<file path="config.mk">
export PLATFORM = sky130hd
export DESIGN_NAME = phcl_ctrl
export DESIGN_NICKNAME = d
export VERILOG_FILES = /design/src/sv/phcl_pkg.sv /design/src/sv/phcl_ctrl.sv
export SDC_FILE = /design/constraint.sdc
export NUM_CORES = 1
export LEC_CHECK = 0
export BUFFER_PORTS_ARGS = -buffer_cell sky130_fd_sc_hd__buf_2
export CAP_MARGIN = 20
export CORE_MARGIN = 10
export CORE_UTILIZATION = 30
export DETAILED_ROUTE_END_ITERATION = 6
export SLEW_MARGIN = 10
export SYNTH_ARGS = -nofsm -noshare
export SYNTH_HDL_FRONTEND = slang
export SYNTH_SLANG_ARGS = --single-unit
</file>
<file path="constraint.sdc">
create_clock -name clk -period 2.6 [get_ports clk]
set_clock_uncertainty 0.2 [all_clocks]
set_input_delay 0.26 -clock clk [delete_from_list [all_inputs] [get_ports clk]]
set_output_delay 0.26 -clock clk [all_outputs]
set_load 0.05 [all_outputs]
</file>
<file path="src/sv/phcl_pkg.sv">
`timescale 1ns / 1ps
`default_nettype none

package phcl_pkg;

  // Request codes.
  localparam logic [1:0] REQ_CONNECT    = 2'd0;
  localparam logic [1:0] REQ_DISCONNECT = 2'd1;
  localparam logic [1:0] REQ_SET_LIMIT  = 2'd2;

  // Action codes.
  localparam logic [1:0] ACT_NONE = 2'd0;
  localparam logic [1:0] ACT_KILL = 2'd1;
  localparam logic [1:0] ACT_BAN  = 2'd2;
  localparam logic [1:0] ACT_FULL = 2'd3;

  // Configuration register indexes.
  localparam int unsigned CFG_IDX_W = 2;
  localparam int unsigned CFG_DATA_W = 32;
  localparam logic [CFG_IDX_W-1:0] CFG_DEFAULT_LIMIT  = 2'd0;
  localparam logic [CFG_IDX_W-1:0] CFG_MAX_VIOLATIONS = 2'd1;
  localparam logic [CFG_IDX_W-1:0] CFG_BAN_SECONDS    = 2'd2;

  // Configuration reset values.
  localparam logic [15:0] DEFAULT_LIMIT_RST  = 16'd3;
  localparam logic [15:0] MAX_VIOL_RST       = 16'd5;
  localparam logic [31:0] BAN_SECONDS_RST    = 32'd18000;

  // Counter saturation value.
  localparam logic [15:0] CNT_MAX = 16'hFFFF;

  // Hash mixing constant.
  localparam logic [31:0] HASH_MULT = 32'h045d9f3b;

  // Bucket reduction: high half of the reciprocal product, the quotient and
  // the remainder, in that order.
  localparam int unsigned MOD_STEPS = 3;
  localparam int unsigned STEP_W    = $clog2(MOD_STEPS);

  // One request as it arrives on the input channel.
  typedef struct packed {
    logic [1:0]  req_type;
    logic [31:0] host_key;
    logic        has_exception;
    logic [15:0] exception_limit;
  } req_in_t;

  // One result transaction.
  typedef struct packed {
    logic [1:0]  action;
    logic        exempt_flag;
    logic        entry_found;
    logic [15:0] conn_count;
    logic [15:0] entry_limit;
    logic [15:0] violation_count;
    logic [31:0] ban_time;
  } result_t;

  // One way of a table bucket.
  typedef struct packed {
    logic        valid;
    logic [31:0] key;
    logic [15:0] count;
    logic [15:0] limit;
    logic [15:0] viol;
  } entry_t;

  // Commands from the controller to the datapath.
  typedef struct packed {
    logic clear;
    logic capture;
    logic hash;
    logic mod_init;
    logic mod_step;
    logic read;
    logic lookup;
    logic update;
  } cmd_t;

  // Status from the datapath to the controller.
  typedef struct packed {
    logic clear_last;
    logic mod_last;
  } sts_t;

endpackage

`default_nettype wire

</file>
<file path="src/sv/phcl_ctrl.sv">
`timescale 1ns / 1ps
`default_nettype none

module phcl_ctrl (
  input  wire logic            clk,
  input  wire logic            rst,
  input  wire logic            start,
  output      logic            busy,
  input  wire phcl_pkg::sts_t  sts,
  output      phcl_pkg::cmd_t  cmd
);

  typedef enum logic [7:0] {
    S_CLEAR  = 8'b0000_0001,
    S_IDLE   = 8'b0000_0010,
    S_HASH   = 8'b0000_0100,
    S_MIX    = 8'b0000_1000,
    S_MOD    = 8'b0001_0000,
    S_READ   = 8'b0010_0000,
    S_LOOKUP = 8'b0100_0000,
    S_UPDATE = 8'b1000_0000
  } state_t;

  state_t state;
  state_t state_next;

  // State register; reset starts the table clearing pass.
  always_ff @(posedge clk) begin
    if (rst) begin
      state <= S_CLEAR;
    end else begin
      state <= state_next;
    end
  end

  // Next state and datapath commands.
  always_comb begin
    state_next = state;
    cmd        = '0;
    unique case (state)
      S_CLEAR: begin
        cmd.clear = 1'b1;
        if (sts.clear_last) begin
          state_next = S_IDLE;
        end
      end
      S_IDLE: begin
        if (start) begin
          cmd.capture = 1'b1;
          state_next  = S_HASH;
        end
      end
      S_HASH: begin
        cmd.hash   = 1'b1;
        state_next = S_MIX;
      end
      S_MIX: begin
        cmd.mod_init = 1'b1;
        state_next   = S_MOD;
      end
      S_MOD: begin
        cmd.mod_step = 1'b1;
        if (sts.mod_last) begin
          state_next = S_READ;
        end
      end
      S_READ: begin
        cmd.read   = 1'b1;
        state_next = S_LOOKUP;
      end
      S_LOOKUP: begin
        cmd.lookup = 1'b1;
        state_next = S_UPDATE;
      end
      S_UPDATE: begin
        cmd.update = 1'b1;
        state_next = S_IDLE;
      end
      default: begin
        state_next = S_IDLE;
      end
    endcase
  end

  assign busy = (state != S_IDLE);

  // The reduction leaves for the bucket read only on its last step.
  a_mod_exit: assert property (@(posedge clk) disable iff (rst)
    (state == S_MOD) && !sts.mod_last |=> (state == S_MOD))
    else $error("bucket reduction left early");

  // An update is always followed by a return to idle.
  a_update_idle: assert property (@(posedge clk) disable iff (rst)
    cmd.update |=> (state == S_IDLE) && !busy)
    else $error("controller did not return to idle after update");

endmodule

`default_nettype wire

</file>
==> results of run 1 <==
-- cells in the mapped netlist, drive strengths merged --
cell type  instances  area [um^2]
and2               1         6.26
o31ai              2         28.8
and3b              2         17.5
dfxtp              8          160
inv                4         15.0
or2b               1         7.51
a221oi             1         15.0
nand3b             1         7.51
nand2              1         6.26
a311oi             1         15.0
nand3              1         5.00
nor2b              3         18.8
nand2b             3         18.8
xor2               1         8.76
o21ai              2         13.8
nand4              2         12.5
nor4               2         27.5
nor4b              1         8.76
nor2              10         40.0
o22a               1         8.76
buf                2         12.5
nor3               5         25.0
a21boi             1         7.51
nor3b              1         7.51
and4b              2         20.0
-- routing by layer --
layer | vias to the layer above | GRT usage [%] | wire (um)
li1 | 243 | - | -
met1 | 230 | 8.27 | 535
met2 | 10 | 10.4 | 539
met3 | 2 | 4.73 | 95
met4 | 0 | 1.91 | 9
met5 | - | 0 | 0
-- through the flow --
stage	worst slack (ns)	std cells	instance area [um^2]
after floorplan	0.147	59	514
after global placement	0.867	86	587
after detailed placement	0.860	86	587
after CTS	0.583	89	609
after global routing	0.449	89	609
final	0.592	89	609
-- report_power, final --
group,switching (W),total (W),internal [W],leakage (nW)
Combinational,0.0000385,0.0000587,0.0000202,0.203
Clock,0.0000449,0.0000979,0.0000530,0.0138
Sequential,0.00000724,0.000134,0.000127,0.0652
Total,0.0000906,0.000290,0.000200,0.282
-- cells by family (layout without fill, tap and decap cells) --
family,after synthesis,in the layout,synth area share [%]
AND/OR/NAND/NOR,36,36,44.5
AO/OA/AOI/OAI,8,8,17.3
buffers and inverters,6,20,5.35
XOR/XNOR,1,1,1.70
flip-flops,8,8,31.1
-- cell type report --
type,instances,share of cell area [%]
Tap cell,16,3.29
Inverter,4,2.46
Clock buffer,3,3.70
Timing Repair Buffer,13,10.7
Sequential cell,8,26.3
Multi-Input combinational cell,45,53.6
-- how the worst min path moves through the flow --
| stage | start | slack, ns | to |
|---|---|---|---|
| 5_1_grt | sts[1] | 0.03 | state[0]$_SDFFE_PP1P_ |
| 3_5_place_dp | sts[1] | 0.32 | state[0]$_SDFFE_PP1P_ |
| 3_3_place_gp | sts[1] | 0.31 | state[0]$_SDFFE_PP1P_ |
| 6_report | sts[1] | 0.04 | state[0]$_SDFFE_PP1P_ |
| 4_1_cts | sts[1] | 0.03 | state[0]$_SDFFE_PP1P_ |
| 2_1_floorplan | sts[1] | 0.17 | state[0]$_SDFFE_PP1P_ |
-- critical path, delay by kind of cell (launching register included) --
| family | cells | cell delay, ns |
|---|---|---|
| buffers and inverters | 1 | 0.27 |
| DFF | 1 | 0.37 |
| and+or+nand+nor | 4 | 0.67 |
==> key figures, run 1 <==
Cells and area
  • Largest register by flop count: state
  • Layout fillers: around 180
  • Footprint of the multi-input gates: about 330 um^2
  • Antenna cells: 0
  • Most common cell after layout, fill and taps aside: buf_2
  • Register Area: about 160 um^2
  • Largest regs: state x8
  • Max FFs per register: 8
  • Total Nets Final: 80
  • Most frequent cells in the layout: 13 x buf_2, 9 x nor2_1, 8 x dfxtp_1
  • Area Overhead vs Synth: 18.5%
  • Util after Layout: 39.1%
  • Share of cells above drive strength 1: around a third

Global routing
  • Tot GR Track Use: under 10%
  • Initial antenna violation count: 0
  • Largest net degree at the start of global routing: 11
  • First-pass GRT wire length: just under 2 mm
  • Vias in the first global route: 424
  • Gr ovfl total: 0

STA
  • Final Cycle Share: 77.2%
  • Final hold violations: 0
  • Setup Viol. Count Final: 0
  • Final critical-path required period: around 2.0 ns
  • Max-slew violation count: 0
  • RSZ-0062 raised after global routing: no
  • Post-route setup TNS: 0 ns
  • Max Fclk: between 0.4 and 0.5 GHz
  • Tightest Pin Transition: slightly above 0.5 ns
  • Worst hold margin: between 0.03 and 0.04 ns
  • Slew margin rel.: about two thirds

Drt
  • DR WL/cell: between 10 and 15 um
  • Vias per inst: between 5 and 6
  • DRC: 0
  • WL final: 1.18 mm
  • Initial DRC count: 7
  • Via count: 485
  • Routed Antenna Nets: 0
  • DRT Pass-1 Iters: 4

Floorplan
  • Area of the core: around 1600 um^2
  • Die Y: around 61 um
  • Die Wd: a little over 60 um
  • I/O pin count: 14
  • Site Rows: 14
  • Full die area: roughly 3800 um^2
  • Starting Density: around 33%

Place
  • Port Buf Inserts: 13
  • Post-detail-place hpwl: 937 um
  • Gpl congestion: between 0.7 and 0.8

Worst setup path
  • CP endpoint: cmd[6]
  • CP max stage delay: 0.37 ns
  • WP data required: ~2.1 ns
  • Worst-path maximum fanout: 7
  • Worst Reg2Reg Path Length in Cells: 4
  • RR Endpoint: state[3]$_SDFFE_PP0P_
  • Reg2reg setup slack: roughly 0.90 ns
  • Crit path from: state[3]$_SDFFE_PP0P_
  • Crit path cell chain: nor3_1, and3b_1, nand3b_1, nor2_1, buf_2
  • R2R Path Start: state[2]$_SDFFE_PP0P_
  • Setup crit end kind: primary output
  • Critical path class: flop to primary output
  • Slowest CP cell: dfxtp_1
  • CP Data Arrival Time: between 1.5 and 2 ns
  • Worst setup SP type: flop

Synthesis
  • Register area share after synthesis: a little under a third
  • Number of synthesis warnings: 0
  • Syn_nets: between 60 and 70
  • Yosys cell types: 30
  • Mapped Area: 514 um^2
  • Synth Area per Inst: between 8 and 9 um^2
  • Post-synthesis register bit count: 8
  • Post-Synthesis Cells: between 50 and 60

Pwr
  • Largest vdd supply drop: 0.253 mV
  • PD cells: roughly 480 nW/um^2
  • P_leak: between 0.2 and 0.3 nW
  • Final Power: 0.000290 W

CTS
  • Setup bufs post-CTS: 0
  • Cts bufs inserted: 3
  • # clock sinks: 8
  • Maximum clock path buffer count: 2
  • Clock Latency Late Sink: 0.26 ns
  • Clock root cell: clkbuf_4
  • Post-cts sizing count: 0
  • H-tree Lvls: 1
  • Worst-path clk slew: approximately 0.06 ns
  • CTS tree: built
  • Hold buffers post-CTS: 0

Run
  • MaxCap Viol Count: 0

Status
  • Status: finished clean

Min path
  • HP Class: input port to flop
  • Hold Path Depth: 2
(Power assumes the default switching activity.)
==> run 2: changes to the inputs <==
==> constraint.sdc (replaced) <==
create_clock -name clk -period 2.1 [get_ports clk]
set_clock_uncertainty 0.2 [all_clocks]
set_input_delay 0.21 -clock clk [delete_from_list [all_inputs] [get_ports clk]]
set_output_delay 0.21 -clock clk [all_outputs]
set_load 0.05 [all_outputs]
==> key figures, run 2 (synthesized netlist as in run 1, its figures left out) <==
Status
  • Status: finished clean (unchanged)

Cells and area
  • Largest regs: state x8 (unchanged)
  • Register Area: 160 um^2 (unchanged)
  • Most common cell after layout, fill and taps aside: buf_2 (unchanged)
  • Antenna cells: 0 (unchanged)
  • Non-filler cells, final: 90 (was 89)
  • Util after Layout: 40.4% (was 39.1%)
  • Most frequent cells in the layout: 12 x buf_2, 8 x nor2_1, 8 x dfxtp_1 (was 13 x buf_2, 9 x nor2_1, 8 x dfxtp_1)
  • Layout fillers: 168 (was 178)
  • Area Overhead vs Synth: 22.4% (was 18.5%)
  • Max FFs per register: 8 (unchanged)
  • Total Nets Final: 81 (was 80)
  • Share of cells above drive strength 1: 32.4% (was 31.5%)
  • Largest register by flop count: state (unchanged)
  • Footprint of the multi-input gates: 334 um^2 (was 327 um^2)

Place
  • Post-detail-place hpwl: 964 um (was 937 um)
  • Port Buf Inserts: 13 (unchanged)
  • Gpl congestion: 0.755 (was 0.723)
  • Placed Cells: 86 (unchanged)

Global routing
  • First-pass GRT wire length: 2.08 mm (was 1.96 mm)
  • Vias in the first global route: 489 (was 424)
  • Gr ovfl total: 0 (unchanged)
  • Largest net degree at the start of global routing: 11 (unchanged)
  • Initial antenna violation count: 0 (unchanged)
  • Tot GR Track Use: 7.66% (was 7.07%)

STA
  • Max Fclk: just over 0.5 GHz
  • Tightest Pin Transition: 0.452 ns (was 0.504 ns)
  • Final Cycle Share: 93.0%
  • Final hold violations: 0 (unchanged)
  • RSZ-0062 raised after global routing: no (unchanged)
  • Final critical-path required period: slightly below 2 ns
  • Slew margin rel.: 69.6% (was 66.2%)
  • Post-route setup TNS: 0 ns (unchanged)
  • Worst hold margin: 0.00706 ns (was 0.0390 ns)
  • Max-slew violation count: 0 (unchanged)
  • Setup Viol. Count Final: 0 (unchanged)

CTS
  • Maximum clock path buffer count: 2 (unchanged)
  • Setup bufs post-CTS: 0 (unchanged)
  • Clock root cell: clkbuf_4 (unchanged)
  • H-tree Lvls: 1 (unchanged)
  • Cts bufs inserted: 3 (unchanged)
  • CTS tree: built (unchanged)
  • Clock Latency Late Sink: 0.26 ns (about the same)
  • # clock sinks: 8 (unchanged)
  • Worst-path clk slew: 0.06 ns (about the same)

Worst setup path
  • CP max stage delay: 0.37 ns (about the same)
  • Reg2reg setup slack: 0.46 ns (was 0.90 ns)
  • CP Data Arrival Time: 1.54 ns (was 1.55 ns)
  • Worst-path maximum fanout: 7 (unchanged)
  • CP Buf/Inv Count: 1 (unchanged)
  • Slowest CP cell: dfxtp_1 (unchanged)
  • WP data required: 1.69 ns (was 2.14 ns)
  • R2R Path Start: state[2]$_SDFFE_PP0P_ (unchanged)
  • Worst setup SP type: flop (unchanged)
  • Critical path class: flop to primary output (unchanged)
  • Setup crit end kind: primary output (unchanged)
  • Crit path cell chain: nor3_1, and3b_1, nand3b_1, nor2_4, clkbuf_4 (was nor3_1, and3b_1, nand3b_1, nor2_1, buf_2)
  • Crit path from: state[3]$_SDFFE_PP0P_ (unchanged)
  • Family with the most delay on the worst path: simple AND/OR/NAND/NOR gates (unchanged)

Floorplan
  • Starting Density: 33.0% (unchanged)
  • Site Rows: 14 (unchanged)
  • I/O pin count: 14 (unchanged)
  • Die Y: 61.4 um (unchanged)
  • Area of the core: 1560 um^2 (unchanged)
  • Full die area: 3770 um^2 (unchanged)
  • Die Wd: 61.4 um (unchanged)

Pwr
  • Largest vdd supply drop: 0.287 mV (was 0.253 mV)
  • P_leak: 0.286 nW (was 0.282 nW)
  • PD cells: 579 nW/um^2 (was 477 nW/um^2)

Drt
  • DRT Pass-1 Iters: 4 (unchanged)
  • Vias per inst: 5.33 (was 5.45)
  • DRC: 0 (unchanged)
  • Via count: 480 (was 485)
  • WL final: 1.19 mm (was 1.18 mm)
  • Routed Antenna Nets: 0 (unchanged)
  • Initial DRC count: 10 (was 7)
  • DR WL/cell: 13.3 um (about the same)

Min path
  • HP Class: input port to flop (unchanged)
  • Min-delay src: rst (was sts[1])

Run
  • MaxCap Viol Count: 0 (unchanged)
run 2: tightest hold or removal path, cell delays in order:
cell	delay, ns
buf_2	0.07
inv_1	0.07
o31ai_4	0.08
run 2: layer usage:
layer | track usage, % | wire [um]
met5 | 0 | 0
met4 | 7.64 | 53
met3 | 1.85 | 91
met2 | 11.5 | 535
met1 | 8.52 | 514
run 2: final cells by class:
type | count | area share [%]
multi-input cells | 45 | 53.1
repair buffers | 14 | 12.3
clock buffers | 3 | 3.58
inverters | 4 | 2.39
well taps | 16 | 3.18
flip-flops and latches | 8 | 25.4
run 2: power breakdown:
group          internal, W  switching [W]  leakage, nW
Sequential        0.000157     0.00000876       0.0652
Clock            0.0000657      0.0000567       0.0138
Combinational    0.0000271      0.0000493        0.207
run 2: what timing repair did:
item                                    CTS  global route
hold buffers                              1             0
resized for setup                         0             1
endpoints found under the setup margin    0             1
endpoints found under the hold margin     1             0
run 2: final timing paths:
check | cells past startpoint | to
min reg2reg | 2 | state[6]$_SDFFE_PP0P_
max | 5 | cmd[6]
max reg2reg | 4 | state[3]$_SDFFE_PP0P_
min | 3 | state[0]$_SDFFE_PP1P_
run 2: through the flow:
| stage | power (W) | area, um^2 | worst slack [ns] |
|---|---|---|---|
| after CTS | 0.000368 | 627 | 0.0912 |
| after floorplan | 0.000228 | 522 | 0.0221 |
| after global routing | 0.000387 | 629 | 0.0196 |
| after global placement | 0.000244 | 594 | 0.420 |
| final | 0.000364 | 629 | 0.146 |
| after detailed placement | 0.000244 | 594 | 0.378 |
